===== src/hw/rtl/ags_pkg.sv =====
// Shared types, code tables and helpers of the Arabic glyph shaper.
package ags_pkg;

    localparam logic [7:0] NL_BYTE     = 8'h0A;
    localparam logic [7:0] SPACE_BYTE  = 8'h20;
    localparam logic [7:0] ARABIC_BASE = 8'hA0;
    localparam logic [7:0] LAM_CODE    = 8'hFB;
    localparam logic [7:0] ALEF_MADDA  = 8'hC2;
    localparam logic [7:0] ALEF_HAMZA  = 8'hC3;
    localparam logic [7:0] ALEF_PLAIN  = 8'hC7;
    localparam logic [7:0] LIG_MADDA   = 8'hF9;
    localparam logic [7:0] LIG_HAMZA   = 8'h99;
    localparam logic [7:0] LIG_PLAIN   = 8'h9D;
    localparam logic [7:0] HAA_CODE    = 8'hE7;
    localparam logic [7:0] YAA_HAMZA   = 8'hFF;
    localparam logic [7:0] YAA_SPLIT   = 8'hE9;
    localparam logic [7:0] YAA_FINAL   = 8'hF5;
    localparam logic [7:0] HAMZA_CODE  = 8'hC1;
    localparam logic [7:0] TAIL_CODE   = 8'h9F;
    localparam logic [7:0] SEEN_FIN    = 8'hBC;
    localparam logic [7:0] SHEEN_FIN   = 8'hBD;
    localparam logic [7:0] SAD_FIN     = 8'hBE;
    localparam logic [7:0] DAD_FIN     = 8'hEB;

    localparam int unsigned FORM_COUNT = 26;

    // joining classes
    localparam logic [1:0] CLS_NONE = 2'd0;
    localparam logic [1:0] CLS_PREV = 2'd1;
    localparam logic [1:0] CLS_NEXT = 2'd2;
    localparam logic [1:0] CLS_BOTH = 2'd3;

    localparam logic [7:0] TO864 [128] = '{
        8'hA7,8'h20,8'h20,8'h20,8'h20,8'h20,8'h20,8'h20,
        8'h20,8'h20,8'h20,8'h20,8'h20,8'h20,8'h20,8'h20,
        8'h20,8'h20,8'h20,8'h20,8'h20,8'h20,8'h20,8'h20,
        8'h20,8'h20,8'h20,8'h20,8'h20,8'h20,8'h20,8'h20,
        8'h20,8'hAC,8'hC0,8'hA3,8'hA4,8'h20,8'hDB,8'h15,
        8'h20,8'h20,8'h20,8'h97,8'hDC,8'hA1,8'h20,8'h20,
        8'hB0,8'h93,8'h20,8'h20,8'h20,8'h20,8'h14,8'h81,
        8'h20,8'h20,8'hBB,8'h98,8'h95,8'h94,8'h20,8'hBF,
        8'hF3,8'hC1,8'hC2,8'hC3,8'hC4,8'hC7,8'hFF,8'hC7,
        8'hA9,8'hC9,8'hAA,8'hAB,8'hAD,8'hAE,8'hAF,8'hCF,
        8'hD0,8'hD1,8'hD2,8'hBC,8'hBD,8'hBE,8'hEB,8'hDE,
        8'hD7,8'hD8,8'hDF,8'hEE,8'hE0,8'hBA,8'hF8,8'hFC,
        8'h20,8'hFB,8'h20,8'hEF,8'hF2,8'hE7,8'hE8,8'h20,
        8'h20,8'h20,8'h20,8'h20,8'hE9,8'hFD,8'h20,8'h20,
        8'h20,8'h20,8'h20,8'h20,8'h20,8'h20,8'h20,8'hDD,
        8'hF1,8'h20,8'h20,8'h20,8'h20,8'h20,8'h20,8'h20
    };

    // low two bits: joining class, upper six: form row
    localparam logic [7:0] JOINCODE [96] = '{
        8'h00,8'h00,8'h00,8'h00,8'h00,8'h00,8'h00,8'h00,
        8'h00,8'h63,8'h07,8'h0B,8'h00,8'h0F,8'h13,8'h17,
        8'h00,8'h00,8'h00,8'h00,8'h00,8'h00,8'h00,8'h00,
        8'h00,8'h00,8'h1B,8'h00,8'h1F,8'h23,8'h27,8'h00,
        8'h00,8'h00,8'h2D,8'h31,8'h01,8'h00,8'h03,8'h35,
        8'h00,8'h01,8'h00,8'h00,8'h00,8'h00,8'h00,8'h01,
        8'h01,8'h01,8'h01,8'h00,8'h00,8'h00,8'h00,8'h03,
        8'h03,8'h00,8'h00,8'h00,8'h00,8'h00,8'h00,8'h3B,
        8'h00,8'h00,8'h00,8'h00,8'h00,8'h00,8'h00,8'h4F,
        8'h01,8'h41,8'h00,8'h2B,8'h00,8'h00,8'h3F,8'h47,
        8'h00,8'h00,8'h4B,8'h01,8'h00,8'h00,8'h00,8'h00,
        8'h53,8'h00,8'h00,8'h57,8'h5B,8'h5F,8'h00,8'h67
    };

    localparam logic [7:0] FORM_INI [FORM_COUNT] = '{
        8'h00,8'hCA,8'hCB,8'hCC,8'hCD,8'hCE,8'hE1,8'hD3,8'hD4,8'hD5,8'hD6,8'hC2,8'hC3,
        8'hC7,8'hD9,8'hDA,8'hE9,8'hE5,8'hE6,8'hE7,8'hE2,8'hE4,8'hE3,8'hEA,8'hC8,8'hC6
    };
    localparam logic [7:0] FORM_MED [FORM_COUNT] = '{
        8'h00,8'hCA,8'hCB,8'hCC,8'hCD,8'hCE,8'hE1,8'hD3,8'hD4,8'hD5,8'hD6,8'hA2,8'hA5,
        8'hA8,8'hEC,8'hF7,8'hE9,8'hE5,8'hE6,8'hF4,8'hE2,8'hE4,8'hE3,8'hEA,8'hC8,8'hC6
    };
    localparam logic [7:0] FORM_FIN [FORM_COUNT] = '{
        8'h00,8'hAA,8'hAB,8'hAD,8'hAE,8'hAF,8'hBA,8'hBC,8'hBD,8'hBE,8'hEB,8'hA2,8'hA5,
        8'hA8,8'hC5,8'hED,8'hF5,8'hEF,8'hF2,8'hF3,8'hF8,8'hFB,8'hFC,8'hF6,8'hA9,8'hF5
    };

    // one shaped letter: one or two bytes, plus whether the lookahead is swallowed
    typedef struct packed {
        logic [1:0] cnt;
        logic [7:0] b0;
        logic [7:0] b1;
        logic       eat;
    } t_shape;

    // up to three bytes headed for the output
    typedef struct packed {
        logic [1:0] cnt;
        logic [7:0] b0;
        logic [7:0] b1;
        logic [7:0] b2;
    } t_burst;

    function automatic logic [7:0] ags_translate(input logic [7:0] b);
        return b[7] ? TO864[b[6:0]] : b;
    endfunction

    function automatic logic [7:0] ags_joincode(input logic [7:0] c);
        return (c < ARABIC_BASE) ? 8'h00 : JOINCODE[7'(c - ARABIC_BASE)];
    endfunction

    function automatic logic [1:0] ags_join_class(input logic [7:0] c);
        logic [7:0] jc;
        jc = ags_joincode(c);
        return jc[1:0];
    endfunction

endpackage


===== src/hw/rtl/arabic_glyph_shaper.sv =====
// Arabic glyph shaper: Windows-1256 bytes in, shaped IBM-864 printer bytes out.
// Each request byte is translated, and the letter held back from the request before is
// shaped against its neighbors in the same cycle; the resulting zero to three bytes are
// registered into a three-entry output register. The output drains one byte per cycle
// while m_tready is high, so the block takes one request per cycle while each yields at
// most one byte and the output is not stalled, and a request that yields two or three
// bytes holds s_tready low until that output register has drained to its last byte.
// A letter leaves only when the next byte or a newline arrives.
module arabic_glyph_shaper (
    input  logic       i_clk,
    input  logic       i_rst_n,
    input  logic       s_tvalid,
    output logic       s_tready,
    input  logic [7:0] s_tdata,   // [7:0] in_byte
    output logic       m_tvalid,
    input  logic       m_tready,
    output logic [7:0] m_tdata,   // [7:0] out_byte
    output logic       m_tlast
);
    import ags_pkg::*;

    logic [7:0] r_prev;
    logic [7:0] r_held;
    logic       r_held_valid;
    logic [7:0] n_prev;
    logic [7:0] n_held;
    logic       n_held_valid;

    logic       accept;
    logic       is_nl;
    logic [7:0] mapped;
    logic [7:0] after;
    t_shape     shape;
    t_burst     burst;

    assign accept = s_tvalid && s_tready;
    assign is_nl  = (s_tdata == NL_BYTE);
    assign mapped = ags_translate(s_tdata);
    assign after  = is_nl ? NL_BYTE : mapped;

    ags_shape u_shape (
        .i_cur    (r_held),
        .i_before (r_prev),
        .i_after  (after),
        .o_shape  (shape)
    );

    always_comb begin
        burst        = '0;
        n_prev       = r_prev;
        n_held       = r_held;
        n_held_valid = r_held_valid;
        if (is_nl) begin
            if (r_held_valid) begin
                burst.cnt = 2'(shape.cnt + 2'd1);
                burst.b0  = shape.b0;
                burst.b1  = (shape.cnt == 2'd2) ? shape.b1 : NL_BYTE;
                burst.b2  = NL_BYTE;
            end else begin
                burst.cnt = 2'd1;
                burst.b0  = NL_BYTE;
            end
            n_prev       = 8'h00;
            n_held       = 8'h00;
            n_held_valid = 1'b0;
        end else if (!r_held_valid) begin
            n_held       = mapped;
            n_held_valid = 1'b1;
        end else begin
            burst.cnt = shape.cnt;
            burst.b0  = shape.b0;
            burst.b1  = shape.b1;
            if (shape.eat) begin
                n_prev       = mapped;
                n_held       = 8'h00;
                n_held_valid = 1'b0;
            end else begin
                n_prev = r_held;
                n_held = mapped;
            end
        end
    end

    always_ff @(posedge i_clk) begin
        if (!i_rst_n) begin
            r_prev       <= 8'h00;
            r_held       <= 8'h00;
            r_held_valid <= 1'b0;
        end else if (accept) begin
            r_prev       <= n_prev;
            r_held       <= n_held;
            r_held_valid <= n_held_valid;
        end
    end

    ags_outbuf u_outbuf (
        .i_clk      (i_clk),
        .i_rst_n    (i_rst_n),
        .i_load     (accept),
        .i_burst    (burst),
        .o_free     (s_tready),
        .o_m_tvalid (m_tvalid),
        .i_m_tready (m_tready),
        .o_m_tdata  (m_tdata),
        .o_m_tlast  (m_tlast)
    );

endmodule


===== src/hw/rtl/ags_shape.sv =====
// Contextual form selection for the held letter.
module ags_shape (
    input  logic [7:0]      i_cur,
    input  logic [7:0]      i_before,
    input  logic [7:0]      i_after,
    output ags_pkg::t_shape o_shape
);
    import ags_pkg::*;

    logic [7:0] code;
    logic [1:0] cls;
    logic [5:0] row;
    logic [1:0] cls_before;
    logic [1:0] cls_after;
    logic       pj;
    logic       nj;
    logic       row_ok;
    logic [7:0] ini;
    logic [7:0] med;
    logic [7:0] fin;
    logic [7:0] g;
    logic       is_alef;
    logic [7:0] lig;

    always_comb begin
        code       = ags_joincode(i_cur);
        cls        = code[1:0];
        row        = code[7:2];
        cls_before = ags_join_class(i_before);
        cls_after  = ags_join_class(i_after);
        pj         = (cls_before == CLS_NEXT) || (cls_before == CLS_BOTH);
        nj         = (cls_after == CLS_PREV) || (cls_after == CLS_BOTH);
        row_ok     = (row != 6'd0) && (row < 6'(FORM_COUNT));
        ini        = FORM_INI[5'(row)];
        med        = FORM_MED[5'(row)];
        fin        = FORM_FIN[5'(row)];
        is_alef    = (i_after == ALEF_MADDA) || (i_after == ALEF_HAMZA)
                  || (i_after == ALEF_PLAIN);
        if (i_after == ALEF_MADDA) begin
            lig = LIG_MADDA;
        end else if (i_after == ALEF_HAMZA) begin
            lig = LIG_HAMZA;
        end else begin
            lig = LIG_PLAIN;
        end

        g = i_cur;
        case (cls)
            CLS_PREV: if (pj) g = fin;
            CLS_NEXT: if (nj) g = ini;
            CLS_BOTH: begin
                if (pj && nj) g = med;
                else if (pj) g = fin;
                else if (nj) g = ini;
                else if (i_cur == HAA_CODE) g = fin;
            end
            default: g = i_cur;
        endcase

        o_shape = '0;
        o_shape.cnt = 2'd1;
        o_shape.b0  = i_cur;
        if (i_cur >= ARABIC_BASE && row_ok) begin
            if (i_cur == LAM_CODE && is_alef) begin
                o_shape.b0  = 8'(lig + {7'd0, pj});
                o_shape.eat = 1'b1;
            end else begin
                o_shape.b0 = g;
                if (i_cur == YAA_HAMZA && g == YAA_HAMZA) begin
                    o_shape.b0  = YAA_SPLIT;
                    o_shape.b1  = HAMZA_CODE;
                    o_shape.cnt = 2'd2;
                end else if (i_cur == YAA_HAMZA && g == YAA_FINAL) begin
                    o_shape.b1  = HAMZA_CODE;
                    o_shape.cnt = 2'd2;
                end
            end
        end

        // open-tail letters; the hamza byte never ends in one
        if (o_shape.cnt == 2'd1 && (o_shape.b0 == SEEN_FIN || o_shape.b0 == SHEEN_FIN
                || o_shape.b0 == SAD_FIN || o_shape.b0 == DAD_FIN)) begin
            o_shape.b1  = TAIL_CODE;
            o_shape.cnt = 2'd2;
            if (i_after == SPACE_BYTE) o_shape.eat = 1'b1;
        end
    end

endmodule


===== src/hw/rtl/ags_outbuf.sv =====
// Three-byte result register that drains one byte per cycle while i_m_tready is high.
module ags_outbuf (
    input  logic            i_clk,
    input  logic            i_rst_n,
    input  logic            i_load,
    input  ags_pkg::t_burst i_burst,
    output logic            o_free,
    output logic            o_m_tvalid,
    input  logic            i_m_tready,
    output logic [7:0]      o_m_tdata,
    output logic            o_m_tlast
);
    import ags_pkg::*;

    logic [1:0] r_cnt;
    logic [1:0] n_cnt;
    logic [7:0] r_b0;
    logic [7:0] r_b1;
    logic [7:0] r_b2;
    logic [7:0] n_b0;
    logic [7:0] n_b1;
    logic [7:0] n_b2;
    logic       pop;

    assign pop        = o_m_tvalid && i_m_tready;
    assign o_m_tvalid = (r_cnt != 2'd0);
    assign o_m_tdata  = r_b0;
    assign o_m_tlast  = (r_cnt == 2'd1);
    // free when empty, or once the last queued byte leaves this cycle
    assign o_free     = (r_cnt == 2'd0) || (r_cnt == 2'd1 && i_m_tready);

    always_comb begin
        n_cnt = r_cnt;
        n_b0  = r_b0;
        n_b1  = r_b1;
        n_b2  = r_b2;
        if (i_load) begin
            n_cnt = i_burst.cnt;
            n_b0  = i_burst.b0;
            n_b1  = i_burst.b1;
            n_b2  = i_burst.b2;
        end else if (pop) begin
            n_cnt = 2'(r_cnt - 2'd1);
            n_b0  = r_b1;
            n_b1  = r_b2;
        end
    end

    always_ff @(posedge i_clk) begin
        if (!i_rst_n) begin
            r_cnt <= 2'd0;
        end else begin
            r_cnt <= n_cnt;
        end
    end

    always_ff @(posedge i_clk) begin
        r_b0 <= n_b0;
        r_b1 <= n_b1;
        r_b2 <= n_b2;
    end

endmodule


===== config.mk =====
export PLATFORM = sky130hd
export DESIGN_NAME = arabic_glyph_shaper
export DESIGN_NICKNAME = d
export VERILOG_FILES = /design/src/hw/rtl/ags_pkg.sv /design/src/hw/rtl/arabic_glyph_shaper.sv /design/src/hw/rtl/ags_shape.sv /design/src/hw/rtl/ags_outbuf.sv
export SDC_FILE = /design/constraint.sdc
export NUM_CORES = 1
export LEC_CHECK = 0
export BUFFER_PORTS_ARGS = -buffer_cell sky130_fd_sc_hd__buf_4
export CAP_MARGIN = 10
export CORE_MARGIN = 2
export CORE_UTILIZATION = 50
export DETAILED_ROUTE_END_ITERATION = 8
export PLACE_DENSITY = 0.77
export SYNTH_ARGS = -nofsm -noshare
export SYNTH_HDL_FRONTEND = slang
export SYNTH_SLANG_ARGS = --single-unit

===== constraint.sdc =====
create_clock -name i_clk -period 8.1 [get_ports i_clk]
set_input_delay 0.405 -clock i_clk [delete_from_list [all_inputs] [get_ports i_clk]]
set_output_delay 0.405 -clock i_clk [all_outputs]
set_load 0.02 [all_outputs]

==> metrics.txt, run 1 <==
data required time of the worst path ~8.1 ns; Tcrit/Tclk final between 70% and 80%; worst-path fanout max 14; ANT nets after route 0; ANT cells 0; worst skew pair latency around 0.28 ns; met2 WL slightly below 8000 um; #FFs+latches synth 32; crit end category flop; I/O Buffers 22; DR iter-0 viols ~940; Max Buffers Root-to-Sink 2; Max IR drop VDD 0.000146 V; worst hold-check path type flop to flop; power per cell area between 100 and 150 nW/um2; area delta synth->final 3.55%; vias per inst just under 7; die width roughly 110 um; Post-CTS Hold Buffers 0; EDFF count, synth 13; slew at the pin closest to its max-slew limit approximately 1.0 ns; Final Hold Violating Endpoints 0; Setup Fix Bufs, Post-CTS 0; largest net degree at the start of global routing 48; flip-flop and latch area 771 um2; first-pass GRT wire length 29000 um; Clock transition at path regs ~0.06 ns; largest area contributor in the netlist ha_1; Cell variety after synth slightly below 100; Synth Net Count 883; max-slew violations 0; yosys warns 0; CTS buffer count 5; H-tree level count 2; DP HPWL between 10000 and 15000 um; # rows 39; Mapped Avg Cell Area a little over 7 um2; top cells by area, synth ha_1 (8.8%), edfxtp_1 (6.6%), dfxtp_1 (6.4%); sequential fraction of the synthesis area around an eighth; # fillers approximately 1100; GRT Util Overall 27.2%; gp weighted congestion between 0.9 and 1; maximum clock frequency about 150 MHz; P_leak roughly 2.3 nW; total congestion overflow 0; commonest non-fill, non-tap cell in the layout nand2_1; fin util a little over half; commonest cells after routing, fill and taps aside nand2_1 (96), nor2_1 (62), a21oi_1 (49); top sig layer met4; Synth Flop Type dfxtp_1; # nets final 847; die area 12800 um2; synthesized cell area 5960 um2; Final setup viols 0; Critical Path AT 6.50 ns; Final Power between 800 and 900 uW; core area 11500 um2; final WL 17800 um; DRT Pass-1 Iters 5; post-layout min period around 6.5 ns; Post-synth ARST share 0%; Slew Limit Headroom between 30% and 40%; PostCTS Resize Cnt 0; RSZ-0062 raised after global routing no; met3 routed WL roughly 1800 um; CTS root buf clkbuf_16; via count 6505; DIE HEIGHT 113 um; initial antenna violation count 0; Critical Path Start Type flop; share of layout cells above drive strength 1 a little under a tenth; multi-input logic area around 4700 um2; DRC viols 0; clock tree from TritonCTS yes; crit path kind flop to flop; I/O pin cnt 23; wire per inst between 15 and 20 um; final setup skew 0.00726 ns; status finished clean; number of global-route vias before repair around 5700; Starting Density slightly above 50%; Synth top area share 8.82%; # clock sinks 32; setup_tns 0 ns; Syn Inst Count between 800 and 900; M1 wire length 7700 um; Max Cap Viol 0
[synth_stat cells (6+ instances only)]
| master | n |
|---|---|
| o21ai_0 | 46 |
| and3_1 | 6 |
| buf_6 | 7 |
| o211ai_1 | 13 |
| o2111ai_1 | 9 |
| a211oi_1 | 11 |
| a31oi_1 | 16 |
| a221o_1 | 6 |
| a21o_1 | 10 |
| buf_2 | 17 |
| and2_1 | 11 |
| dfxtp_1 | 19 |
| nor3_1 | 27 |
| clkbuf_1 | 41 |
| buf_1 | 6 |
| nand4_1 | 10 |
| mux2i_1 | 18 |
| a32o_1 | 6 |
| nor2b_1 | 19 |
| a21oi_1 | 49 |
| o221ai_1 | 8 |
| nand2b_1 | 18 |
| o22ai_1 | 9 |
| a21boi_0 | 9 |
| nand2_1 | 96 |
| nor2_1 | 62 |
| ha_1 | 42 |
| or3_1 | 8 |
| a22oi_1 | 7 |
| mux2_2 | 6 |
| a221oi_1 | 7 |
| edfxtp_1 | 13 |
| a2111oi_0 | 6 |
| nand3_1 | 32 |
| inv_1 | 37 |
[state kept, by name, summed over array words and instances (netlist names)]
register,count
r_held,8
r_prev,8
u_outbuf.o_m_tdata,8
u_outbuf.r_b1,4
u_outbuf.r_cnt,2
r_held_valid,1
u_outbuf.r_b2,1
[worst paths after layout]
path,endpoint,from,cells past startpoint,slack (ns)
worst max-delay path,u_outbuf.r_b1[3],r_held[0],21,1.63
worst min-delay path,r_prev[7],r_prev[7],2,0.48
worst max register to register,u_outbuf.r_b1[3],r_held[0],21,1.63
worst min register to register,r_prev[7],r_prev[7],2,0.48
[layer usage]
layer	GRT usage, %	vias to the layer above
met5	0	-
met4	7.89	0
met3	3.27	39
met2	42.2	370
met1	39.8	3040
li1	-	3056
[final cells by class]
type                    instances  area share, %
multi-input cells             686           76.1
clock inverters                 3          0.609
well taps                     143           2.90
flip-flops and latches         32           12.5
inverters                      40           2.47
repair buffers                 28           3.41
clock buffers                   5           2.03
[cell families (layout without fill, tap and decap cells)]
family | Yosys count | after routing | share of synthesized area [%]
AND/OR/NAND/NOR | 328 | 328 | 28.1
multiplexers | 31 | 31 | 6.41
flip-flops | 32 | 32 | 12.9
XOR/XNOR | 4 | 4 | 0.588
AO/OA/AOI/OAI | 281 | 281 | 34.9
adder cells (fa/ha/maj) | 42 | 42 | 8.82
buffers and inverters | 111 | 76 | 8.28
[metrics by stage]
stage                     area (um2)  hold WS, ns  instances  setup slack [ns]
after detailed placement        6010        0.466        929              1.43
after CTS                       6170        0.473        937              1.70
after floorplan                 5960        0.438        829              2.06
after global routing            6170        0.489        937              1.12
after global placement          6010        0.451        929              1.61
final                           6170        0.475        937              1.63
[worst max-delay path: stages (launching register included)]
cell and delay (ns):
dfxtp_1 0.66, ha_1 0.47, ha_1 0.27, nand2b_1 0.09
a21oi_1 0.13, nor3_1 0.08, or4b_1 0.81, inv_1 0.39
ha_1 0.40, nand2_1 0.09, nand4_1 0.11, o221ai_1 0.21
nor2b_1 0.21, o31ai_1 0.06, o211ai_1 0.12, a221o_1 0.45
and4_1 0.25, o311a_1 0.37, mux2i_2 0.28, or2_1 0.39
nand2_1 0.10, a32o_1 0.25
[power by group]
part	total (mW)	switching, mW	internal (mW)	leakage, nW
logic	0.358	0.222	0.136	1.97
registers	0.235	0.0360	0.199	0.287
clock network	0.212	0.0693	0.143	0.0789
total	0.806	0.327	0.479	2.33
Note: power is estimated with default switching activity, not from simulation.
==> run 2, diff against run 1 <==
--- a/config.mk
+++ b/config.mk
@@ -5,12 +5,13 @@
 export SDC_FILE = /design/constraint.sdc
 export NUM_CORES = 1
 export LEC_CHECK = 0
+export ABC_AREA = 1
 export BUFFER_PORTS_ARGS = -buffer_cell sky130_fd_sc_hd__buf_4
 export CAP_MARGIN = 10
 export CORE_MARGIN = 2
 export CORE_UTILIZATION = 50
 export DETAILED_ROUTE_END_ITERATION = 8
-export PLACE_DENSITY = 0.77
+export PLACE_DENSITY = 0.79
 export SYNTH_ARGS = -nofsm -noshare
 export SYNTH_HDL_FRONTEND = slang
 export SYNTH_SLANG_ARGS = --single-unit
==> constraint.sdc (replaced) <==
create_clock -name i_clk -period 5.7 [get_ports i_clk]
set_input_delay 0.285 -clock i_clk [delete_from_list [all_inputs] [get_ports i_clk]]
set_output_delay 0.285 -clock i_clk [all_outputs]
set_load 0.02 [all_outputs]
==> metrics.txt, run 2 <==
Largest stage delay, worst path between 0.5 and 0.6 ns; most used cell, CP nand2_1; Synth top area share slightly above 20%; DP HPWL 12900 um; final setup skew slightly below 0.008 ns; finished layout cell area a little over 6000 um2; Critical-path top delay cell dfxtp_1; slew at the pin closest to its max-slew limit around 0.7 ns; Critical Path Start Type flop; Final Hold Violating Endpoints 0; XOR/XNOR share of the synthesized area 0.152%; ANT cells 0; status finished clean; #FFs+latches synth 32; Cell variety after synth 58; gp weighted congestion 1.00; most frequent cell after synthesis nand2_1; Synth Area in Compound Gates about a fifth; DRC viols 0; crit end category flop; area delta synth->final 5.13%; worst hold path depth 3; Starting Density between 50% and 60%; Synth Flop Type dfxtp_1; die area between 10000 and 15000 um2; PostCTS Resize Cnt 0; worst skew pair latency between 0.2 and 0.3 ns; largest net degree at the start of global routing 21; max-slew violations 0; die width 111 um; worst reg2reg path startpoint r_held[1]; non-filler cells, final ~1100; DIE HEIGHT between 100 and 150 um; ANT nets after route 0; top cells by area, synth nand2_1 (20%), ha_1 (9.1%), nand3_1 (8.1%); worst reg2reg endpoint u_outbuf.r_b1[3]; largest area contributor in the netlist nand2_1; CTS root buf clkbuf_16; crit path kind flop to flop; vias per inst ~5.8; RSZ-0062 raised after global routing no; I/O pin cnt 23; final WL around 17000 um; CTS buffer count 5; post-layout min period slightly above 5 ns; Clock transition at path regs 0.06 ns; # rows 39; Synth Area in Simple Gates between 40% and 50%; Setup Fix Bufs, Post-CTS 0; setup_tns 0 ns; power per cell area 238 nW/um2; Hold Path Origin i_rst_n; I/O Buffers 22; Max IR drop VDD 0.000285 V; Synth Net Count 1039; Syn Inst Count roughly 1000; Placed Instance Area ~6000 um2; core area ~11000 um2; clock tree from TritonCTS yes; initial antenna violation count 0; Post-CTS Hold Buffers 0; Tcrit/Tclk final 88.3%; via count between 6000 and 7000; final worst slack 0.665 ns; DR iter-0 viols roughly 870; # nets final 1043; Post-synth ARST share 0%; first-pass GRT wire length around 28000 um; Slew Limit Headroom between 50% and 60%; yosys warns 0; R2R Setup Slk around 0.66 ns; Max Buffers Root-to-Sink 2; # fillers roughly 1100; GRT Util Overall a little over a quarter; top post-synthesis cells by count nand2_1 (311), nand3_1 (93), nor2_1 (81); H-tree level count 2; commonest cells after routing, fill and taps aside nand2_1 (311), nand3_1 (93), nor2_1 (81); worst hold endpoint u_outbuf.r_cnt[1]; DRT Pass-1 Iters 6; Max Cap Viol 0; # clock sinks 32; main combinational cell family by area after synthesis simple AND/OR/NAND/NOR gates; sequential fraction of the synthesis area between 10% and 20%; maximum clock frequency slightly below 200 MHz; EDFF count, synth 13; adder-cell share of the synthesized area about 9%; number of global-route vias before repair approximately 5900; worst hold-check path type input port to flop; Mapped Avg Cell Area 5.85 um2; Critical Path AT 5.05 ns; share of layout cells above drive strength 1 between 10% and 20%; dpl cells 1125; wire per inst between 15 and 20 um; multiplexer share of the synthesized area 0%; Final setup viols 0; synthesized cell area 5760 um2; worst-path fanout max 8; cells on worst reg2reg path 33; commonest non-fill, non-tap cell in the layout nand2_1; total congestion overflow 0; worst hold slack ~0.27 ns; dpl ws 0.604 ns; P_leak 2.96 nW; data required time of the worst path between 5 and 6 ns
run 2: changes by cell type after synthesis, sizes merged, moves of 21 or more:
cell	delta
inv	+60
nor2	+33
o21ai	+46
clkbuf	-37
nand2	+249
nand3	+73
nor3	-21
run 2: where the power goes:
part,switching (mW),total (mW),internal [mW],leakage (nW)
Combinational,0.517,0.761,0.244,2.59
Sequential,0.0519,0.374,0.322,0.286
Clock,0.100,0.306,0.205,0.0808
Total,0.669,1.44,0.771,2.96
run 2: per-stage QoR:
stage	total power, mW	util (%)
after floorplan	0.924	-
after global placement	1.11	52.0
after detailed placement	1.12	52.0
after CTS	1.42	53.5
after global routing	1.53	53.5
final	1.44	53.5
run 2: cell families after synthesis:
| kind of cell | Yosys count |
|---|---|
| adder cells (fa/ha/maj) | 42 |
| AND/OR/NAND/NOR | 570 |
| buffers and inverters | 133 |
| AO/OA/AOI/OAI | 207 |
| XOR/XNOR | 1 |
| flip-flops | 32 |
run 2: worst max path at each step:
stage               start                to  slack (ns)
3_3_place_gp   s_tdata[0]  u_outbuf.r_b1[3]        0.73
4_1_cts         r_held[1]         r_prev[0]        0.78
5_1_grt         r_held[1]         r_prev[1]        0.22
6_report        r_held[1]  u_outbuf.r_b1[3]        0.66
3_5_place_dp   s_tdata[0]         r_prev[0]        0.60
2_1_floorplan  s_tdata[0]  u_outbuf.r_b1[3]        1.47
run 2: critical path: cells and delay by family, from the launching register on:
kind | cells | cell delay, ns
simple gates | 23 | 2.25
fa+ha+maj | 3 | 0.93
compound gates | 4 | 0.55
flops | 1 | 0.53
buf+inv | 3 | 0.49
run 2: routing by layer:
layer  vias up  GRT usage, %  routed length [um]
li1       3263             -                   -
met3        62          3.21                1670
met4         0          9.79                 487
met2       391          42.6                7570
met1      2912          37.1                7350
met5         -             0                   0
run 2: area by class of cell:
type	count	area, um2	share of cell area, %
inverter	101	379	6.26
multi-input combinational	820	4350	71.8
clock buffer	6	129	2.13
timing repair buffer	29	218	3.60
clock inverter	2	35.0	0.579
tap	143	179	2.95
sequential	32	771	12.7
==> run 3, diff against run 2 <==
--- a/config.mk
+++ b/config.mk
@@ -6,7 +6,7 @@
 export NUM_CORES = 1
 export LEC_CHECK = 0
 export ABC_AREA = 1
-export BUFFER_PORTS_ARGS = -buffer_cell sky130_fd_sc_hd__buf_4
+export BUFFER_PORTS_ARGS = -buffer_cell sky130_fd_sc_hd__buf_2
 export CAP_MARGIN = 10
 export CORE_MARGIN = 2
 export CORE_UTILIZATION = 50
==> metrics.txt, run 3 (synthesized netlist as in run 2, its figures left out) <==
total congestion overflow 0; cells on worst reg2reg path 33; ANT nets after route 0; vias per inst slightly below 6; DP HPWL ~13000 um; via count about 6700; die width 111 um; Final setup viols 0; Hold Path Origin i_rst_n; PostCTS Resize Cnt 0; Setup Fix Bufs, Post-CTS 0; gp weighted congestion 1.00; DRT Pass-1 Iters 6; Max IR drop VDD between 0.0002 and 0.00025 V; crit end category flop; DR iter-0 viols roughly 760; # rows 39; power per cell area 233 nW/um2; # fillers 1155; P_leak roughly 2.9 nW; Starting Density about half; DRC viols 0; status finished clean; number of global-route vias before repair between 5000 and 6000; worst hold endpoint u_outbuf.r_cnt[0]; share of layout cells above drive strength 1 13.5%; maximum clock frequency slightly below 200 MHz; post-layout min period between 5 and 6 ns; clock tree from TritonCTS yes; core area 11300 um2; Max Cap Viol 0; DIE HEIGHT about 110 um; worst skew pair latency slightly below 0.3 ns; die area between 10000 and 15000 um2; # clock sinks 32; final setup skew approximately 0.0037 ns; slew at the pin closest to its max-slew limit 0.747 ns; Tcrit/Tclk final 90.8%; I/O pin cnt 23; CTS buffer count 5; area delta synth->final 4.15%; Slew Limit Headroom about half; largest net degree at the start of global routing 21; CTS root buf clkbuf_16; Clock transition at path regs 0.06 ns; Critical Path AT 5.38 ns; max-slew violations 0; Largest stage delay, worst path 0.33 ns; I/O Buffers 22; Final Hold Violating Endpoints 0; setup_tns 0 ns; commonest non-fill, non-tap cell in the layout nand2_1; worst hold-check path type input port to flop; # nets final roughly 1000; R2R Setup Slk ~0.54 ns; crit path kind input port to flop; data required time of the worst path 5.90 ns; final WL ~17000 um; Final Power around 1.4 mW; Critical Path Start Type input port; Max Buffers Root-to-Sink 2; RSZ-0062 raised after global routing no; ANT cells 0; initial antenna violation count 0; GRT Util Overall a little over a quarter; Critical-path top delay cell ha_1; most used cell, CP nand2_1; worst reg2reg path startpoint r_held[1]; wire per inst 15.1 um; commonest cells after routing, fill and taps aside nand2_1 (311), nand3_1 (93), nor2_1 (81); first-pass GRT wire length approximately 29000 um; worst hold path depth 3; worst-path fanout max 14; Post-CTS Hold Buffers 0; worst reg2reg endpoint r_prev[1]; H-tree level count 2
run 3: stage by stage:
stage	utilization, %	hold slack, ns	instances	setup slack, ns	instance area (um2)
global placement	51.6	0.466	1125	0.469	5840
floorplan	-	0.423	985	1.47	5760
detailed placement	51.6	0.472	1125	0.402	5840
CTS	53.0	0.272	1133	0.636	6000
global route	53.0	0.300	1133	0.0623	6000
finish	53.0	0.262	1133	0.522	6000
run 3: how the worst max path moves through the flow:
stage                     cells past startpoint        from          endpoint
after floorplan                              37  s_tdata[0]  u_outbuf.r_b1[3]
after global placement                       39  s_tdata[0]  u_outbuf.r_b1[3]
after detailed placement                     40  s_tdata[0]         r_prev[1]
after CTS                                    40  s_tdata[0]         r_prev[1]
after global routing                         40  s_tdata[0]         r_prev[2]
final                                        40  s_tdata[0]         r_prev[1]
run 3: where the power goes:
group          leakage (nW)  total (mW)  internal [mW]  switching (mW)
clock                0.0780       0.295          0.188           0.108
sequential            0.286       0.376          0.321          0.0543
combinational          2.57       0.729          0.217           0.512
total                  2.94        1.40          0.726           0.674
run 3: per-layer routing:
metal | GRT usage [%] | vias up | part of all wire, %
met3 | 3.16 | 60 | 9.1
met5 | 0 | - | 0
met1 | 38.0 | 2973 | 43
met4 | 9.05 | 0 | 3.3
met2 | 43.3 | 384 | 45
li1 | - | 3265 | -
run 3: critical path: cells and delay by family:
| kind | cells | cell delay [ns] |
|---|---|---|
| AO/OA/AOI/OAI | 4 | 0.60 |
| adder cells (fa/ha/maj) | 3 | 0.87 |
| buffers and inverters | 7 | 0.92 |
| AND/OR/NAND/NOR | 26 | 2.71 |
run 3: cell type report:
cell class / count / area, um2 / share of cell area [%]
clock buffer: 6 / 150 / 2.50
clock inverter: 2 / 12.5 / 0.209
inverter: 101 / 379 / 6.32
multi-input combinational: 820 / 4350 / 72.4
sequential: 32 / 771 / 12.8
tap: 143 / 179 / 2.98
timing repair buffer: 29 / 163 / 2.71
